### src/hdl/rds_pkg.sv
`default_nettype none
// ----------------------------------------------------------------------------
// rds_pkg: shared types and constants of the raycast DDA ray setup block
// Field widths, register indexes and the structures passed between the front
// part, the queue and the back part.
// ----------------------------------------------------------------------------
package rds_pkg;

	localparam int COL_W     = 10;
	localparam int POS_W     = 24;
	localparam int FRAC_W    = 16;
	localparam int CELL_W    = 8;
	localparam int VEC_W     = 16;
	localparam int RAY_W     = 17;
	localparam int MAG_W     = 17;
	localparam int DIST_W    = 32;
	localparam int IDX_W     = 3;
	localparam int QDEPTH    = 8;
	localparam int QPTR_W    = 3;
	localparam int QCNT_W    = 4;
	localparam int DIV_STEPS = 32;

	localparam logic [IDX_W-1:0] REG_POS_X   = 3'd0;
	localparam logic [IDX_W-1:0] REG_POS_Y   = 3'd1;
	localparam logic [IDX_W-1:0] REG_DIR_X   = 3'd2;
	localparam logic [IDX_W-1:0] REG_DIR_Y   = 3'd3;
	localparam logic [IDX_W-1:0] REG_PLANE_X = 3'd4;
	localparam logic [IDX_W-1:0] REG_PLANE_Y = 3'd5;

	typedef struct packed {
		logic [POS_W-1:0]        pos_x;
		logic [POS_W-1:0]        pos_y;
		logic signed [VEC_W-1:0] dir_x;
		logic signed [VEC_W-1:0] dir_y;
		logic signed [VEC_W-1:0] plane_x;
		logic signed [VEC_W-1:0] plane_y;
	} rds_cfg_t;

	typedef struct packed {
		logic signed [RAY_W-1:0] ray;
		logic                    zero;
		logic                    neg;
		logic [MAG_W-1:0]        mag;
	} rds_axis_t;

	typedef struct packed {
		rds_axis_t x;
		rds_axis_t y;
	} rds_entry_t;

endpackage
`default_nettype wire

### src/hdl/rds_queue.sv
`default_nettype none
// ----------------------------------------------------------------------------
// rds_queue: short queue between the front and back parts
// Holds classified ray words so that each side may stall on its own.
// ----------------------------------------------------------------------------
module rds_queue (
	input  logic                clk,
	input  logic                arst_n,
	input  logic                push,
	input  rds_pkg::rds_entry_t push_data,
	input  logic                pop,
	output logic                head_valid,
	output rds_pkg::rds_entry_t head_data
);
	import rds_pkg::*;

	rds_entry_t        mem_q [QDEPTH];
	logic [QPTR_W-1:0] wr_ptr_q, rd_ptr_q;
	logic [QCNT_W-1:0] cnt_q;

	assign head_valid = (cnt_q != '0);
	assign head_data  = mem_q[rd_ptr_q];

	always_ff @(posedge clk or negedge arst_n) begin
		if (!arst_n) begin
			wr_ptr_q <= '0;
			rd_ptr_q <= '0;
			cnt_q    <= '0;
		end else begin
			wr_ptr_q <= wr_ptr_q + QPTR_W'(push);
			rd_ptr_q <= rd_ptr_q + QPTR_W'(pop);
			cnt_q    <= cnt_q + QCNT_W'(push) - QCNT_W'(pop);
		end
	end

	always_ff @(posedge clk) begin
		if (push) begin
			mem_q[wr_ptr_q] <= push_data;
		end
	end

`ifndef SYNTHESIS
	a_no_overflow: assert property (@(posedge clk) disable iff (!arst_n)
		push |-> (cnt_q != QCNT_W'(QDEPTH)) || pop)
		else $error("queue written while full");
	a_no_underflow: assert property (@(posedge clk) disable iff (!arst_n)
		pop |-> head_valid)
		else $error("queue read while empty");
	a_count_bound: assert property (@(posedge clk) disable iff (!arst_n)
		cnt_q <= QCNT_W'(QDEPTH))
		else $error("queue count beyond depth");
`endif

endmodule
`default_nettype wire

### config.mk
export PLATFORM = sky130hd
export DESIGN_NAME = rds_queue
export DESIGN_NICKNAME = d
export VERILOG_FILES = /design/src/hdl/rds_pkg.sv /design/src/hdl/rds_queue.sv
export SDC_FILE = /design/constraint.sdc
export NUM_CORES = 1
export LEC_CHECK = 0
export BUFFER_PORTS_ARGS = -buffer_cell sky130_fd_sc_hd__clkbuf_2
export CAP_MARGIN = 5
export CELL_PAD_IN_SITES_DETAIL_PLACEMENT = 1
export CELL_PAD_IN_SITES_GLOBAL_PLACEMENT = 2
export CORE_MARGIN = 3
export CORE_UTILIZATION = 39
export DETAILED_ROUTE_END_ITERATION = 8
export PLACE_DENSITY = 0.75
export SYNTH_ARGS = -nofsm -noshare
export SYNTH_HDL_FRONTEND = slang
export SYNTH_SLANG_ARGS = --single-unit
### constraint.sdc
create_clock -name clk -period 6.8 [get_ports clk]
set_input_delay 0 -clock clk [delete_from_list [all_inputs] [get_ports clk]]
set_output_delay 0 -clock clk [all_outputs]
set_load 0.05 [all_outputs]
==> results summary, run 1 <==
The clock latency on the worst-skew pair is 0.60 ns. The transition time at the pin with the least slew margin is 1.10 ns. Following the worst setup path forward leads to its endpoint at head_data[71].

Summed over all instances, the cell type with the most area after synthesis is sky130_fd_sc_hd__edfxtp_1. The headroom to the max-slew limit came out at 26.7%. The tree is rooted in a sky130_fd_sc_hd__clkbuf_16. In this run the critical register-to-register path is launched from wr_ptr_q[1].

The clock tree from TritonCTS is done. The site row count is 87. The HPWL after detailed placement is between 20,000 and 30,000 um. The analysis attributes to cell leakage a power of just under 0.009 uW. The remaining global-route overflow came out at 0.

The routed wirelength normalized by instance count came out at 23.9 um. Setup repair after global routing left no endpoint under its margin. Ranked by instance count, the synthesized netlist is headed by 576 x sky130_fd_sc_hd__edfxtp_1, 144 x sky130_fd_sc_hd__mux4_2, 60 x sky130_fd_sc_hd__mux2_4, 18 x sky130_fd_sc_hd__buf_2, 12 x sky130_fd_sc_hd__mux2_2. The fraction of layout instances using a drive strength above 1 came out at 39.8%.

The highest-delay cell along the critical path is sky130_fd_sc_hd__dfrtp_4. The layout net count is between 1,000 and 1,500. The flip-flop and latch area came out at 0.0176 mm2. The number of max-slew violations in the final report came out at 0. The number of filler cells placed in the layout came out at 5,146. The H-tree depth reported by CTS is 2. The weighted congestion at the end of routability-driven global placement is 0.688. The vias per cell came out at 5.06. The category of the critical setup timing path is flip-flop to primary output. The flow ran to the end, and the final reports show no timing, DRC or antenna violations.

Yosys printed 0 warnings. STA classifies the critical path endpoint as a primary output. The max-cap check violation count came out at 0.

The number of sinks on the clock net came out at roughly 600. The placement-stage worst setup slack came out at 3.83 ns. At the worst endpoint, the required time is 6.80 ns. The largest fanout on the critical path came out at just over 80. The count of boundary I/O pins is 149. After synthesis, the largest area contributor takes up 77.2% of total cell area. The setup check on the worst reg-to-reg path leaves a slack of 3.97 ns.

The routed layout has 9,862 vias. The final count of negative-setup-slack endpoints came out at 0. The final design utilization is between 40 and 50%. The dominant delay contributor by cell family on the critical path is flip-flops.

The area of the mapped netlist is 0.0224 mm2. Across the routed clock network, the largest skew measured is 0.0136 ns. Synthesis produced a netlist with a net count of around 970.

The most used flip-flop cell after synthesis is sky130_fd_sc_hd__edfxtp_1. The register area share after synthesis came out at 78.4%. The total negative slack for setup checks came out at 0 ns.

The power density over the cells came out at 468 mW/mm2. The number of global-route vias before repair was 11,005. The async set-or-reset flop fraction in the synthesized netlist is 1.71%. Ranked by total cell area, the synthesized netlist is headed by sky130_fd_sc_hd__edfxtp_1 77%, sky130_fd_sc_hd__mux4_2 14%, sky130_fd_sc_hd__mux2_4 4.0%. The width of the die came out at 246 um. The upper clock frequency limit came out at between 200 and 300 MHz. The smallest setup slack after layout came out at 3.26 ns. The total track usage came out at 15.6%. The critical path goes through buf_12 -> mux4_2 -> mux2_2 -> clkbuf_2.

The remaining antenna violation count is 0. STA classifies the critical path startpoint as a flip-flop. The post-synthesis instance total is 880. In this run, synthesis inferred ~580 flip-flops with an integrated enable. The die area came out at 0.0603 mm2.

The maximum vdd ir drop is 0.240 mV. The worst-case clock buffer depth is 3. The first TritonRoute pass finished after 4 iterations. The most numerous cell in the Yosys netlist is sky130_fd_sc_hd__edfxtp_1. The clock buffer count from CTS is 60. The initial DRC count is approximately 510. For this run, the slowest stage of the critical path takes 1.01 ns. The final critical-path share of the clock period is a little over half. The multi-input logic area came out at 0.00458 mm2. In this run the worst hold path is classified as input pin to flip-flop. The worst register-to-register path ends at mem_q[4][58]. The depth of the most critical reg-to-reg path came out at 4. The critical path contains buffers and inverters numbering 2 combined.

The final critical path time including I/O delays and setup came out at 3.54 ns. Summing internal, switching and leakage power gives approximately 12,000 uW. The average instance in the mapped netlist occupies about 25 um2. In this run the standard cell core region covers roughly 0.057 mm2. Tracing the worst setup path back leads to its startpoint at rd_ptr_q[0].

The synthesized design contains 586 register bits. The area added between synthesis and finish came out at 18.7%. The number of hold violations in the final report came out at 0. The wire length of the first global-routing pass came out at 70,400 um. The die is 246 um tall. The count of port buffers added during placement came out at 148. The arrival time reported for the critical path endpoint came out at 3.54 ns. Entering global routing, the biggest net connects 84 pins.

The initial core utilization came out at 39.6%. The number of antenna violations at the first check in global routing came out at 6. After clock tree synthesis, the clock-pin slew on the worst setup and hold paths is 0.06 ns. The total number of cells along the worst setup path is 4.

The total length of routed wires is 46,500 um. The total DRC errors in the routed layout is 0. The number of distinct library cells after synthesis came out at 22.
## where the power goes
part           switching, uW  leakage (uW)  internal (uW)
Clock                   1300      0.000868           1710
Combinational           2800       0.00266           1750
Sequential               317       0.00535           4540
## sequential cells by signal, indices dropped and copies added, names as in the netlist
name and flops:
cnt_q 4, rd_ptr_q 3, mem_q 576, wr_ptr_q 3
## how the worst min path moves through the flow
stage | from | endpoint | slack [ns] | cells after the start
4_1_cts | push_data[11] | mem_q[0][11] | 0.18 | 2
3_3_place_gp | arst_n | cnt_q[3] | -0.1 | 1
5_1_grt | push_data[60] | mem_q[5][60] | 0.21 | 2
6_report | push_data[27] | mem_q[1][27] | 0.22 | 2
2_1_floorplan | arst_n | cnt_q[0] | -0.30 | 0
3_5_place_dp | arst_n | cnt_q[3] | -0.1 | 1
## routing by layer
layer | vias up | track usage, % | share of wire (%)
met1 | 5310 | 21.5 | 45
met3 | 61 | 3.33 | 4.7
met2 | 187 | 25.7 | 49
li1 | 4300 | - | -
met4 | 4 | 3.63 | 1.6
met5 | - | 0 | 0.058
## timing repair
item,4_1_cts,5_1_grt
resized for setup,0,0
buffers inserted,0,0
hold buffers,77,0
hold endpoints to repair,595,0
## kinds of logic after synthesis
logic type      Yosys count  synth area share [%]
flops                   586                  78.4
compound gates            2                0.0559
mux                     216                  19.1
xor+xnor                  4                 0.156
fa+ha+maj                10                 0.592
simple gates             14                 0.285
buf+inv                  48                  1.45
## cell type report
cell class,count,share of cell area [%]
multi-input cells,246,17.2
clock inverters,31,0.796
inverters,8,0.113
diodes,4,0.0377
flip-flops and latches,586,66.1
well taps,756,3.56
clock buffers,75,5.94
repair buffers,243,6.24
## placed cells by master, fill, tap and decap left out, drive strengths merged
cell type,count
a21oi,1
dfrtp,10
nor2,6
a21o,1
clkinv,23
bufinv,2
inv,10
fa,1
ha,9
clkbuf,223
mux4,144
nor3,2
nand2b,3
mux2,72
diode,4
xor2,3
nand3,1
nand2,2
dlygate4sd3,77
xnor2,1
buf,18
clkinvlp,4
edfxtp,576
## per-stage QoR
| step | std cells | area (um2) | hold WS (ns) |
|---|---|---|---|
| 2_1_floorplan | 880 | 22400 | -0.296 |
| 3_3_place_gp | 1762 | 24000 | -0.0971 |
| 3_5_place_dp | 1762 | 24000 | -0.0983 |
| 4_1_cts | 1945 | 26600 | 0.176 |
| 5_1_grt | 1947 | 26600 | 0.209 |
| 6_report | 1949 | 26600 | 0.222 |
Note: power is estimated with default switching activity, not from simulation.
==> run 2: changes to the inputs <==
ABC_AREA = 1   (was unset)
PLACE_DENSITY = 0.87   (was 0.75)
clock period = 3.29 ns   (was 6.8 ns; I/O delays follow)
==> run 2 against run 1 <==
  * Die area rose by 14%
  * Critical path depth grew 4
  * First-iteration DRC count grew 81%
  * Largest cell class unchanged
  * Total power grew 130%
  * Largest power group is now combinational logic
==> results summary, run 2 <==
The number of flops mapped to enable cells by yosys came out at ~580. The area added between synthesis and finish is 17.2%. The top-area cell type share of the netlist area came out at 67.7%. The remaining antenna violation count is 0. The final setup skew is 0.0300 ns. The count of boundary I/O pins is ~150.

The async set-or-reset flop fraction in the synthesized netlist came out at 1.71%. The largest net degree at the start of global routing came out at 146. The die is about 260 um wide.

The weighted congestion at the end of routability-driven global placement is 0.730. Fill cells in the final layout number between 7,000 and 8,000. The top flip-flop cell by instance count after synthesis is sky130_fd_sc_hd__edfxtp_1.

The overall via count from detail_route came out at 17,514. Detailed placement finished with a half-perimeter wire length of approximately 37,000 um. The max-cap check violation count came out at 0. At the pin with the least slew margin, the transition time is 0.876 ns.

Cells with a size suffix above 1 make up between 10% and 20% of the layout. Ranked by total cell area, the synthesized netlist is headed by sky130_fd_sc_hd__edfxtp_1 68%, sky130_fd_sc_hd__nand2_1 14%, sky130_fd_sc_hd__inv_1 8.6%. STA classifies the critical path startpoint as a flip-flop. The final critical path time including I/O delays and setup is 3.04 ns. The power density over the cells came out at approximately 960 mW/mm2. The flip-flop and latch area is approximately 0.018 mm2. The site row count is 93. The final cell count without fillers came out at ~3,700.

The number of max-slew violations in the final report came to 0. The net count after synthesis is 2,628. Buffers placed on the I/O ports in this run total 148. The number of global-route vias before repair came out at between 15,000 and 20,000. The worst hold path belongs to the class input pin to flip-flop. The most common cell after layout, fill and taps aside is sky130_fd_sc_hd__nand2_1. The flow ran to the end, and the final reports show no timing, DRC or antenna violations. After clock tree synthesis, the setup repair step added 0 buffers. Headroom to the max-slew limit came out at 41.6%. The total of warnings raised by yosys is 0.

In this run the mean area of a mapped cell was 10.0 um2. The clock tree from TritonCTS is done. The post-synthesis instance total came out at 2,542. The total track usage is 19.7%. The commonest cells after synthesis are 943 x sky130_fd_sc_hd__nand2_1, 588 x sky130_fd_sc_hd__inv_1, 576 x sky130_fd_sc_hd__edfxtp_1, 290 x sky130_fd_sc_hd__nand3_1, 51 x sky130_fd_sc_hd__buf_2. The number of antenna violations at the first check in global routing is 4. The number of sinks on the clock net is just under 600. After global routing the overflow that remains totals 0. The total instance count after detailed placement came out at between 3,000 and 4,000. In this run the clock root is driven by a sky130_fd_sc_hd__clkbuf_16. Among all cell types in the netlist, the one instantiated most often is sky130_fd_sc_hd__nand2_1. The number of hold-repair buffers added at the cts stage is 77. STA puts the critical path data required time at 3.29 ns. The largest registers in the layout are mem_q (576), cnt_q (4). The clock buffer count from CTS is 61.

The multi-input logic area came out at 0.00525 mm2. The placement-stage worst setup slack came out at approximately 0.89 ns. The initial core utilization came out at 39.6%. The H-tree depth reported by CTS is 2.

On the final layout, the worst hold slack is 0.188 ns. The first global-routing pass estimated between 100,000 and 150,000 um of wire. The die area came out at 0.0686 mm2. Setup repair after global routing left no endpoint under its margin. The vias per cell is 4.78.

The maximum vdd ir drop came out at about 0.77 mV. In this run the cell area measured after placement is 0.0272 mm2. The worst setup path is captured at a primary output.

The post-CTS resize count is 0. The later pin in the worst-skew pair is clocked with a latency of ~0.63 ns. For this design the static power due to leakage is 0.0138 uW. The synthesized design spends more area on one cell type than any other, namely sky130_fd_sc_hd__edfxtp_1. The count of state elements after synthesis is slightly below 600. The floorplan core area came out at ~0.065 mm2. The total length of routed wires is 67,500 um. The worst path meets setup with 0.248 ns of slack.

The final count of negative-setup-slack endpoints is 0. The top cell types in the final layout, fill and taps aside, are 943 x sky130_fd_sc_hd__nand2_1, 588 x sky130_fd_sc_hd__inv_1, 576 x sky130_fd_sc_hd__edfxtp_1. The number of flip-flops in the largest register came out at ~580. The initial DRC count is 931. The upper clock frequency limit is 329 MHz. The largest fanout on the critical path came out at 110. The register with the most flip-flops in the final layout is mem_q.

The synthesized netlist occupies a cell area of about 0.026 mm2. The clock input transition at the sequential cells of the worst setup and hold paths is 0.06 ns. The vertical die dimension is roughly 260 um.

The number of distinct library cells after synthesis came out at 18. The number of hold violations in the final report came to 0. In the finished design, the share of the clock period the worst path needs comes to between 90% and 100%. The total DRC errors in the routed layout came out at 0. The arrival time reported for the critical path endpoint came out at 3.04 ns.

The routed wirelength normalized by instance count came out at 18.4 um. The worst-case clock buffer depth is 3. With fillers left out, the area of the finished cells amounts to 0.0299 mm2. The setup path with the least slack is of type flip-flop to primary output.

After synthesis, flip-flops and latches occupy roughly 69% of the total area. The final design utilization came out at 46.4%. The final layout contains about 2,800 nets.

The number of iterations in the first detailed-routing pass is 5.
==> run 2: logic make-up (layout without fill, tap and decap cells) <==
kind of cell | after synthesis | in the layout | share of synthesized area [%]
and+or+nand+nor | 1241 | 1241 | 19.7
buffers and inverters | 700 | 963 | 11.0
DFF | 586 | 586 | 68.7
adders and majority gates | 10 | 10 | 0.519
xor gates and xnor gates | 4 | 4 | 0.137
AOI/OAI and AO/OA | 1 | 1 | 0.0196
other | 0 | 3 | 0
==> run 2: worst paths after layout <==
check | start | end | slack, ns | depth (start not counted)
setup / recovery | rd_ptr_q[0] | head_data[36] | 0.25 | 8
hold / removal | push_data[32] | mem_q[2][32] | 0.19 | 2
setup reg to reg | rd_ptr_q[0] | rd_ptr_q[2] | 1.25 | 4
hold reg to reg | wr_ptr_q[2] | wr_ptr_q[2] | 0.52 | 1
max in group asynchronous | arst_n | rd_ptr_q[0] | 2.37 | 3
min in group asynchronous | arst_n | wr_ptr_q[0] | 0.47 | 3
==> run 2: critical path, stage by stage (launching register included) <==
cell and delay (ns):
sky130_fd_sc_hd__dfrtp_4 0.68, sky130_fd_sc_hd__inv_8 0.60, sky130_fd_sc_hd__buf_4 0.40, sky130_fd_sc_hd__nand2_1 0.11, sky130_fd_sc_hd__nand3_1 0.10, sky130_fd_sc_hd__nand2_1 0.09
sky130_fd_sc_hd__nand2_1 0.08, sky130_fd_sc_hd__nand2_1 0.07, sky130_fd_sc_hd__clkbuf_2 0.24
==> run 2: cell type report <==
cell class,instances,area share (%)
Timing Repair Buffer,257,6.19
Sequential cell,586,58.7
Multi-Input combinational cell,1256,17.6
Inverter,591,7.45
Clock buffer,80,5.41
Antenna cell,3,0.0251
Clock inverter,35,1.15
Tap cell,855,3.57
==> run 2: per-stage QoR <==
stage / setup TNS, ns / power [uW]
after floorplan: -270.30 / 18500
after global placement: 0 / 21700
after CTS: 0 / 29100
final: 0 / 28700
after detailed placement: 0 / 22100
after global routing: 0 / 30500
==> run 2: routing by layer <==
metal  vias to the layer above  GRT usage (%)  wire length (um)
met1                      8779           24.1             28700
met2                       321           36.2             34800
met3                        97           3.35              2780
met4                         2           4.62              1300
li1                       8315              -                 -
met5                         -              0                13
==> run 2: power breakdown <==
| group | switching [uW] | total (uW) | internal [uW] |
|---|---|---|---|
| sequential | 498 | 9910 | 9410 |
| combinational | 9240 | 12000 | 2760 |
| clock | 2880 | 6810 | 3930 |
| total | 12600 | 28700 | 16100 |
