## config.mk

```make
export PLATFORM = sky130hd
export DESIGN_NAME = rds_front
export DESIGN_NICKNAME = d
export VERILOG_FILES = /design/src/hdl/rds_pkg.sv /design/src/hdl/rds_front.sv
export SDC_FILE = /design/constraint.sdc
export NUM_CORES = 1
export LEC_CHECK = 0
export BUFFER_PORTS_ARGS = -buffer_cell sky130_fd_sc_hd__buf_4
export CORE_ASPECT_RATIO = 0.5
export CORE_UTILIZATION = 60
export CTS_CLUSTER_SIZE = 20
export DETAILED_ROUTE_END_ITERATION = 10
export MAX_ROUTING_LAYER = met4
export PLACE_DENSITY_LB_ADDON = 0.3
export SLEW_MARGIN = 15
export SYNTH_ARGS = -nofsm -noshare
export SYNTH_HDL_FRONTEND = slang
export SYNTH_SLANG_ARGS = --single-unit
```

## constraint.sdc

```tcl
create_clock -name clk -period 9.1 [get_ports clk]
set_input_delay 0.455 -clock clk [delete_from_list [all_inputs] [get_ports clk]]
set_output_delay 0.455 -clock clk [all_outputs]
set_load 0.02 [all_outputs]
```

## src/hdl/rds_pkg.sv

```systemverilog
`default_nettype none
// ----------------------------------------------------------------------------
// rds_pkg: shared types and constants of the raycast DDA ray setup block
// Field widths, register indexes and the structures passed between the front
// part, the queue and the back part.
// ----------------------------------------------------------------------------
package rds_pkg;

	localparam int COL_W     = 10;
	localparam int POS_W     = 24;
	localparam int FRAC_W    = 16;
	localparam int CELL_W    = 8;
	localparam int VEC_W     = 16;
	localparam int RAY_W     = 17;
	localparam int MAG_W     = 17;
	localparam int DIST_W    = 32;
	localparam int IDX_W     = 3;
	localparam int QDEPTH    = 8;
	localparam int QPTR_W    = 3;
	localparam int QCNT_W    = 4;
	localparam int DIV_STEPS = 32;

	localparam logic [IDX_W-1:0] REG_POS_X   = 3'd0;
	localparam logic [IDX_W-1:0] REG_POS_Y   = 3'd1;
	localparam logic [IDX_W-1:0] REG_DIR_X   = 3'd2;
	localparam logic [IDX_W-1:0] REG_DIR_Y   = 3'd3;
	localparam logic [IDX_W-1:0] REG_PLANE_X = 3'd4;
	localparam logic [IDX_W-1:0] REG_PLANE_Y = 3'd5;

	typedef struct packed {
		logic [POS_W-1:0]        pos_x;
		logic [POS_W-1:0]        pos_y;
		logic signed [VEC_W-1:0] dir_x;
		logic signed [VEC_W-1:0] dir_y;
		logic signed [VEC_W-1:0] plane_x;
		logic signed [VEC_W-1:0] plane_y;
	} rds_cfg_t;

	typedef struct packed {
		logic signed [RAY_W-1:0] ray;
		logic                    zero;
		logic                    neg;
		logic [MAG_W-1:0]        mag;
	} rds_axis_t;

	typedef struct packed {
		rds_axis_t x;
		rds_axis_t y;
	} rds_entry_t;

endpackage
`default_nettype wire

```

## src/hdl/rds_front.sv

```systemverilog
`default_nettype none
// ----------------------------------------------------------------------------
// rds_front: ray direction front part
// Accepts a column word, forms the ray direction per axis over four stages
// and classifies it (zero, sign, magnitude) before pushing it to the queue.
// ----------------------------------------------------------------------------
module rds_front #(
	parameter int SCREEN_WIDTH = 1024
) (
	input  logic                        clk,
	input  logic                        arst_n,
	input  rds_pkg::rds_cfg_t           cfg,
	input  logic                        in_valid,
	output logic                        in_stall,
	input  logic [rds_pkg::COL_W-1:0]   column,
	input  logic                        pop,
	output logic                        push,
	output rds_pkg::rds_entry_t         push_data
);
	import rds_pkg::*;

	localparam int OFFS_W = (($clog2(SCREEN_WIDTH + 1) > COL_W + 1) ?
		$clog2(SCREEN_WIDTH + 1) : COL_W + 1) + 1;
	localparam int PROD_W = VEC_W + OFFS_W;
	localparam int M_W    = PROD_W;
	localparam int RSH    = M_W + 1;
	localparam int RCP_W  = RSH - 1;
	localparam int SUM_W  = M_W + 2;
	localparam longint RECIP = (longint'(1) << RSH) / (2 * SCREEN_WIDTH);
	localparam logic [RCP_W-1:0] RCP    = RCP_W'(RECIP);
	localparam logic [M_W-1:0]   DIV2_L = M_W'(2 * SCREEN_WIDTH);
	localparam logic [M_W-1:0]   W_L    = M_W'(SCREEN_WIDTH);
	localparam logic signed [SUM_W-1:0] SAT_HI = SUM_W'(2 ** (RAY_W - 1) - 1);
	localparam logic signed [SUM_W-1:0] SAT_LO = SUM_W'(-(2 ** (RAY_W - 1)));

	logic                     accept;
	logic [QCNT_W-1:0]        cnt_q;
	logic                     v_s1, v_s2, v_s3, v_s4;
	logic signed [OFFS_W-1:0] offs;
	logic signed [VEC_W-1:0]  plane [2];
	logic signed [VEC_W-1:0]  dir [2];
	rds_axis_t                ax_s4 [2];

	assign accept   = in_valid && !in_stall;
	// Credits cover the items in the front stages as well as in the queue.
	assign in_stall = (cnt_q == QCNT_W'(QDEPTH));
	assign offs = $signed(OFFS_W'({column, 1'b0})) - $signed(OFFS_W'(SCREEN_WIDTH));
	assign plane[0] = cfg.plane_x;
	assign plane[1] = cfg.plane_y;
	assign dir[0]   = cfg.dir_x;
	assign dir[1]   = cfg.dir_y;

	always_ff @(posedge clk or negedge arst_n) begin
		if (!arst_n) begin
			cnt_q <= '0;
			v_s1  <= 1'b0;
			v_s2  <= 1'b0;
			v_s3  <= 1'b0;
			v_s4  <= 1'b0;
		end else begin
			cnt_q <= cnt_q + QCNT_W'(accept) - QCNT_W'(pop);
			v_s1  <= accept;
			v_s2  <= v_s1;
			v_s3  <= v_s2;
			v_s4  <= v_s3;
		end
	end

	for (genvar a = 0; a < 2; a++) begin : g_ax
		logic signed [PROD_W-1:0]      n_s1;
		logic [M_W-1:0]                mag_n;
		logic [M_W-1:0]                m_s2, m_s3;
		logic                          neg_s2, neg_s3;
		logic [M_W+RCP_W-1:0]          prod;
		logic [M_W-1:0]                qe_s3;
		logic [M_W-1:0]                r;
		logic [M_W-1:0]                q;
		logic signed [SUM_W-1:0]       term;
		logic signed [SUM_W-1:0]       sum;
		logic signed [RAY_W-1:0]       ray;
		rds_axis_t                     ax;

		assign mag_n = n_s1[PROD_W-1] ? M_W'(-n_s1) : M_W'(n_s1);
		assign prod  = m_s2 * RCP;

		// The reciprocal estimate is at most one below the rounded quotient.
		always_comb begin
			r    = m_s3 - M_W'(qe_s3 * DIV2_L);
			q    = qe_s3 + M_W'(r >= DIV2_L);
			term = neg_s3 ? -$signed({2'b00, q}) : $signed({2'b00, q});
			sum  = SUM_W'(dir[a]) + term;
			if (sum > SAT_HI) begin
				ray = RAY_W'(SAT_HI);
			end else if (sum < SAT_LO) begin
				ray = RAY_W'(SAT_LO);
			end else begin
				ray = RAY_W'(sum);
			end
			ax.ray  = ray;
			ax.zero = (ray == '0);
			ax.neg  = ray[RAY_W-1];
			ax.mag  = ray[RAY_W-1] ? MAG_W'(-ray) : MAG_W'(ray);
		end

		always_ff @(posedge clk) begin
			n_s1     <= plane[a] * offs;
			m_s2     <= (mag_n << 1) + W_L;
			neg_s2   <= n_s1[PROD_W-1];
			m_s3     <= m_s2;
			neg_s3   <= neg_s2;
			qe_s3    <= M_W'(prod[M_W+RCP_W-1:RSH]);
			ax_s4[a] <= ax;
		end
	end

	assign push        = v_s4;
	assign push_data.x = ax_s4[0];
	assign push_data.y = ax_s4[1];

endmodule
`default_nettype wire

```

==> parameters.txt, run 1 <==
Parameter                              Value

Outcome
  Status ... finished clean

Worst setup path
  Critical path launch point type ... flop
  Reg-to-reg critical path startpoint ... g_ax[0].qe_s3[3]$_DFF_P_
  Register-to-register setup slack ... 1.87 ns
  Crit. End Element ... flop
  Worst setup path start ... g_ax[0].qe_s3[3]$_DFF_P_
  CP Capture Point ... ax_s4[0][6]$_DFF_P_
  Crit Path Class ... flop to flop
  Logic depth of the worst register-to-register path ... 25
  CP Data Required Time ... 9.52 ns
  Worst EP arrival ... 7.65 ns
  Highest fanout seen on the critical path ... 16
  Capturing point of the worst reg2reg path ... ax_s4[0][6]$_DFF_P_

Timing
  Slew of the pin with the lowest slew margin ... 1.07 ns
  Hold Fails Final Rpt ... 0
  Final period utilization ... 0.794
  Unrepaired setup endpoints after global routing ... no
  Sum of negative setup slack ... 0 ns
  Minimum clock period ... 7.23 ns
  Final Slew Violations ... 0
  Worst-case clock skew ... 0.0264 ns
  Maximum clock frequency ... 0.138 GHz
  Count of final setup violators ... 0
  Max-Slew Margin vs Limit ... 0.286
  Post-route worst setup slack ... 1.87 ns

Floorplan
  Die footprint ... 0.0424 sq mm
  Core Rows ... 52
  Core Footprint ... 0.0407 sq mm
  Die W ... 290 microns
  Top-Level Pins ... 200
  Initial cell density of the core ... 0.613
  Die H ... 146 microns

Synthesis
  Area share of the largest cell type after synthesis ... 0.263
  Number of flip-flops and latches in the synthesized netlist ... 202
  Share of flip-flops with an asynchronous set or reset after synthesis ... 0.0396
  Unique cell type count in the Yosys netlist ... 88
  Synthesized net count ... 3508
  Library cell with the largest summed area after synthesis ... fa_1
  Synthesized cell area ... 0.0249 sq mm
  Synth area leaders ... fa_1 26%, dfxtp_1 16%, ha_1 11%
  Syn Area/Cell ... 8.78 sq um
  Predominant post-synthesis flop cell ... dfxtp_1
  Number of flops mapped to enable cells by yosys ... 0
  Synthesized instance count ... 2838
  Count of synthesis-stage warnings from yosys ... 0
  Part of the Yosys area used for sequential elements ... 0.164

Clocking
  TritonCTS Buffers ... 22
  CTS Buffer Depth ... 3
  Source-to-sink clock delay at the later pin of the worst-skew pair ... 0.55 ns
  Number of levels the H-tree was split into ... 1
  Number of sinks handled by clock tree synthesis ... 202
  Clock-pin transition on the worst setup and hold timing paths ... 0.06 ns
  CTS tree ... built
  Count of instances resized after the clock tree is built ... 0
  Clock tree root buffer cell ... clkbuf_16

Layout
  Number of standard cells in the final layout excluding fillers ... 3452
  Number of nets in the final layout ... 3561
  Proportion of layout cells with a drive suffix above 1 ... 0.0891
  Area growth syn-to-layout ... 8.75%
  Final design utilization ... 0.667

Drt
  Remaining design rule violation count ... 0
  1st-pass router iterations ... 6
  Final wirelength ... 55100 microns
  Vias per cell ... 5.62
  DRC violation total after the first TritonRoute iteration ... 1283
  Total via count in the routed design ... 19384
  Routed wire length per instance ... 16.0 microns
  Post-route antenna net violation count ... 0

GRT
  Vias in the first global route ... 19299
  Number of antenna violations at the first check in global routing ... 5
  First-pass GRT wire length ... 93500 microns
  Pin count of the biggest net entering global routing ... 67
  Total grt overflow ... 0
  Global router's overall resource usage ... 0.273

Hold path
  Hold wc startpoint ... in_valid
  Worst min path class ... input pin to flop

Run
  Max Cap Viol ... 0

Placed design
  Worst setup slack before clock tree synthesis ... 2.06 ns
  Placer Congestion ... 0.920
  # placed instances ... 3406
  Count of buffers from port buffering ... 151
  DPL Wire Length ... 44600 microns
cell families (layout without fill, tap and decap cells):
kind of cell               Yosys count  in the layout  synth area share
xor gates and xnor gates           204            204            0.0717
buffers and inverters              529            598            0.0809
AOI/OAI and AO/OA                  469            469             0.126
and+or+nand+nor                    881            881             0.182
other                                0              5                 0
DFF                                202            202             0.164
adders and majority gates          548            548             0.373
muxes                                5              5           0.00201
through the flow:
stage | hold slack, ns | instance area (sq um)
3_5_place_dp | 0.284 | 26300
3_3_place_gp | 0.276 | 26300
6_report | 0.190 | 27100
4_1_cts | 0.160 | 27100
5_1_grt | 0.173 | 27100
2_1_floorplan | 0.159 | 24900
critical path, cell delays in order, from the launching register on:
cell and delay, ns:
dfxtp_1 0.33, nor3_1 0.24, nand2b_1 0.14, or4_1 0.43, nor2_1 0.13, nand2_1 0.13, or2_2 0.39, nand2_1 0.10
xnor2_1 0.08, ha_1 0.43, a21oi_1 0.27, o211ai_1 0.14, a221o_1 0.36, nand2_1 0.10, o31ai_1 0.10, o41ai_2 0.31
o21bai_1 0.12, o41ai_2 0.43, xnor2_2 0.32, buf_4 0.27, a21oi_1 0.82, a21o_1 0.19, ha_1 0.42, inv_1 0.20
o311a_1 0.39, a22o_1 0.23
layer usage:
metal,vias to the layer above,share of wire,track usage
met5,-,0,-
met4,0,0.019,0.0617
met3,78,0.052,0.0311
met2,524,0.46,0.435
met1,9452,0.47,0.376
li1,9330,-,-
how the worst min path moves through the flow:
stage	cells past startpoint	to	slack, ns
6_report	2	v_s1$_DFF_PN0_	0.19
4_1_cts	2	v_s1$_DFF_PN0_	0.16
3_5_place_dp	1	v_s3$_DFF_PN0_	0.28
3_3_place_gp	1	push$_DFF_PN0_	0.28
5_1_grt	2	v_s1$_DFF_PN0_	0.17
2_1_floorplan	0	cnt_q[0]$_DFF_PN0_	0.16
cell usage in the layout, fill, tap and decap left out, drive strengths merged, types with 17 or more instances in the layout:
| master | count |
|---|---|
| a21o | 42 |
| fa | 327 |
| o31ai | 19 |
| nor2 | 135 |
| and2 | 182 |
| and3 | 19 |
| nor3 | 52 |
| o21a | 28 |
| xnor2 | 153 |
| a21oi | 99 |
| buf | 155 |
| xor2 | 51 |
| or2 | 38 |
| nand2b | 48 |
| o21ai | 116 |
| dfxtp | 194 |
| inv | 403 |
| clkbuf | 26 |
| nand3 | 43 |
| a211oi | 25 |
| ha | 217 |
| nand2 | 260 |
| nor2b | 23 |
| o211ai | 17 |
cells in the mapped netlist (all sizes together) (48+ instances only):
library cell / n
and2: 182
a21oi: 99
inv: 402
o21ai: 116
nor2: 135
nand2b: 48
nand2: 260
xor2: 51
ha: 217
clkbuf: 113
nor3: 52
xnor2: 153
fa: 327
dfxtp: 194
flip-flops by register name (all words and copies together) (netlist names):
name	flops
v_s1	1
cnt_q	4
g_ax.n_s1	54
ax_s4	68
g_ax.m_s2	34
push	1
g_ax.neg_s3	2
v_s3	1
g_ax.qe_s3	33
v_s2	1
g_ax.m_s3	1
g_ax.neg_s2	2
final cells by class:
class | instances | area [sq um]
fillers | 3328 | 13600
clock inverters | 14 | 224
inverters | 402 | 1510
well taps | 540 | 676
flip-flops and latches | 202 | 4080
diodes | 5 | 12.5
multi-input cells | 2107 | 18800
clock buffers | 26 | 597
repair buffers | 156 | 1170
repair_timing:
action	CTS	global route
buffers inserted	0	0
endpoints found under the hold margin	8	0
hold buffers	1	0
Power of run 1 is not shown: default switching activity piles up to over one toggle a cycle in this logic, so the estimate is an artifact.
==> run 2: changes to the inputs <==
--- a/config.mk
+++ b/config.mk
@@ -7,7 +7,7 @@
 export LEC_CHECK = 0
 export BUFFER_PORTS_ARGS = -buffer_cell sky130_fd_sc_hd__buf_4
 export CORE_ASPECT_RATIO = 0.5
-export CORE_UTILIZATION = 60
+export CORE_UTILIZATION = 57
 export CTS_CLUSTER_SIZE = 20
 export DETAILED_ROUTE_END_ITERATION = 10
 export MAX_ROUTING_LAYER = met4
==> constraint.sdc (replaced) <==
create_clock -name clk -period 6.27 [get_ports clk]
set_input_delay 0.3135 -clock clk [delete_from_list [all_inputs] [get_ports clk]]
set_output_delay 0.3135 -clock clk [all_outputs]
set_load 0.02 [all_outputs]
==> parameters.txt, run 2 (synthesis results as in run 1) <==
Parameter                              Value

Hold path
  Hold wc startpoint ... in_valid
  Worst min path class ... input pin to flop

Clocking
  Number of sinks handled by clock tree synthesis ... 202 (unchanged)
  Clock-pin transition on the worst setup and hold timing paths ... 0.07 ns (about the same)
  TritonCTS Buffers ... 20 (-9.1%)
  Number of levels the H-tree was split into ... 1 (unchanged)
  Source-to-sink clock delay at the later pin of the worst-skew pair ... 0.54 ns (about the same)
  CTS Buffer Depth ... 3 (unchanged)
  Clock tree root buffer cell ... clkbuf_16
  CTS tree ... built

Layout
  Leading registers by flop count ... ax_s4 x68, g_ax.n_s1 x54, g_ax.m_s2 x34
  Flip-flop count of the largest register, all copies and words added ... 68 (unchanged)
  Area growth syn-to-layout ... 9.99%
  Most common cell after layout, fill and taps aside ... inv_1
  Area of the multi-input gates ... 0.0190 sq mm (+0.66%)
  Largest reg by FF count ... ax_s4
  Sequential Area ... 0.00408 sq mm (unchanged)
  Number of nets in the final layout ... 3595 (+0.95%)
  Final design utilization ... 0.644 (-0.0227)
  Commonest cells after routing, fill and taps aside ... 401 x inv_1, 327 x fa_1, 257 x nand2_1
  Number of inserted filler cells in the final layout ... 3632 (+9.1%)
  Proportion of layout cells with a drive suffix above 1 ... 0.105 (+0.0160)

Worst setup path
  Worst setup path start ... g_ax[0].qe_s3[3]$_DFF_P_
  Crit path largest cell delay ... 0.45 ns (-0.37 ns)
  Highest fanout seen on the critical path ... 12 (-4)
  Crit. End Element ... flop
  Reg-to-reg critical path startpoint ... g_ax[0].qe_s3[3]$_DFF_P_
  Critical path launch point type ... flop
  Worst EP arrival ... 6.35 ns (-1.30 ns)
  Cell-by-cell listing of the critical path ... nor3_2, nand2b_1, or4_1, nor2_1, nand2_1, or2_2, nand2_1, xnor2_1, ha_2, and3_1, and2_1, a221oi_2, a21boi_0, or2_2, a211o_1, nor4b_1, nand4b_1, nand2_1, a21o_1, ha_2, inv_1, o311a_1, a22o_1
  Family with the most delay on the worst path ... simple AND/OR/NAND/NOR gates
  Cell with the most instances on the worst path ... nand2_1
  Crit Path Class ... flop to flop
  Critical-path cell with the highest stage delay ... or4_1
  CP Data Required Time ... 6.67 ns (-2.85 ns)
  Crit path buf inv count ... 1 (-1)

Timing
  Final Slew Violations ... 0 (unchanged)
  Sum of negative setup slack ... 0 ns (unchanged)
  Minimum clock period ... 5.94 ns (-1.29 ns)
  Maximum clock frequency ... 0.168 GHz (+22%)
  Max-Slew Margin vs Limit ... 0.432 (+0.146)
  Worst-case clock skew ... 0.0353 ns (+0.00890 ns)
  Slew of the pin with the lowest slew margin ... 0.851 ns (-0.221 ns)
  Unrepaired setup endpoints after global routing ... no
  Count of final setup violators ... 0 (unchanged)
  Final period utilization ... 0.948 (+0.154)
  Hold Fails Final Rpt ... 0 (unchanged)

Floorplan
  Top-Level Pins ... 200 (unchanged)
  Die H ... 150 microns (+2.6%)
  Die footprint ... 0.0446 sq mm (+5.2%)
  Core Rows ... 53 (+1.9%)
  Initial cell density of the core ... 0.586 (-0.0275)
  Die W ... 298 microns (+2.6%)
  Core Footprint ... 0.0426 sq mm (+4.7%)

GRT
  Pin count of the biggest net entering global routing ... 33 (-51%)
  Vias in the first global route ... 19430 (+0.68%)
  First-pass GRT wire length ... 94300 microns (+0.87%)
  Total grt overflow ... 0 (unchanged)
  Number of antenna violations at the first check in global routing ... 7 (+2)
  Global router's overall resource usage ... 0.264 (-0.00870)

Placed design
  DPL Wire Length ... 46100 microns (+3.5%)
  Placer Congestion ... 0.935 (+1.5%)
  Count of buffers from port buffering ... 151 (unchanged)

Drt
  Remaining design rule violation count ... 0 (unchanged)
  DRC violation total after the first TritonRoute iteration ... 1201 (-6.4%)
  Routed wire length per instance ... 16.0 microns (+0.40%)
  Post-route antenna net violation count ... 0 (unchanged)
  Total via count in the routed design ... 19426 (+0.22%)
  Vias per cell ... 5.51 (-1.8%)
  Final wirelength ... 56400 microns (+2.5%)
  1st-pass router iterations ... 7 (+1)

Run
  Max Cap Viol ... 0 (unchanged)

Outcome
  Status ... finished clean
[run 2: changes by cell type in the layout (fill, tap and decap cells not counted), sizes merged]
cell	previous run	this run
bufinv	4	1
clkinv	8	7
clkbuf	26	24
inv	403	405
buf	155	191
diode	5	7
[run 2: path summary, 6_finish.rpt]
check	end	slack (ns)	cells past startpoint
min in group asynchronous	cnt_q[3]$_DFF_PN0_	0.12	2
setup / recovery	ax_s4[0][6]$_DFF_P_	0.33	23
setup reg to reg	ax_s4[0][6]$_DFF_P_	0.33	23
max in group asynchronous	v_s2$_DFF_PN0_	6.00	2
hold / removal	v_s1$_DFF_PN0_	0.06	2
hold reg to reg	g_ax[0].qe_s3[0]$_DFF_P_	0.33	0
[run 2: layout make-up]
class / count / share of cell area
inverters: 402 / 0.0550
diodes: 7 / 0.000639
clock inverters: 12 / 0.00502
well taps: 577 / 0.0263
multi-input cells: 2107 / 0.691
clock buffers: 24 / 0.0199
repair buffers: 192 / 0.0527
flip-flops and latches: 202 / 0.149
[run 2: per-layer routing]
layer / up-vias / part of all wire / GRT usage
li1: 9402 / - / -
met1: 9428 / 0.47 / 0.361
met2: 522 / 0.46 / 0.428
met3: 74 / 0.049 / 0.0237
met4: 0 / 0.018 / 0.0629
met5: - / 0 / -
[run 2: worst reg2reg max path, cell delays in order (launching register included)]
cell and delay [ns]:
dfxtp_1 0.34, nor3_2 0.21, nand2b_1 0.13, or4_1 0.45, nor2_1 0.14, nand2_1 0.13
or2_2 0.39, nand2_1 0.11, xnor2_1 0.14, ha_2 0.38, and3_1 0.24, and2_1 0.20
a221oi_2 0.34, a21boi_0 0.20, or2_2 0.33, a211o_1 0.28, nor4b_1 0.36, nand4b_1 0.18
nand2_1 0.15, a21o_1 0.16, ha_2 0.24, inv_1 0.11, o311a_1 0.36, a22o_1 0.25
[run 2: repair_timing]
item,CTS,global route
resized for setup,0,23
hold buffers,1,0
setup buffers,0,0
hold endpoints to repair,8,0
endpoints found under the setup margin,0,16
[run 2: per-stage QoR]
stage                     instances  cell area (sq um)  setup slack [ns]  hold WS (ns)
after floorplan                2838              24900             0.331        0.0179
after CTS                      3516              27300             0.140        0.0413
final                          3523              27400             0.325        0.0610
after global routing           3523              27400            0.0173        0.0525
after global placement         3479              26600             0.276         0.135
after detailed placement       3479              26600             0.176         0.138
Power of run 2 is left out for the same reason.
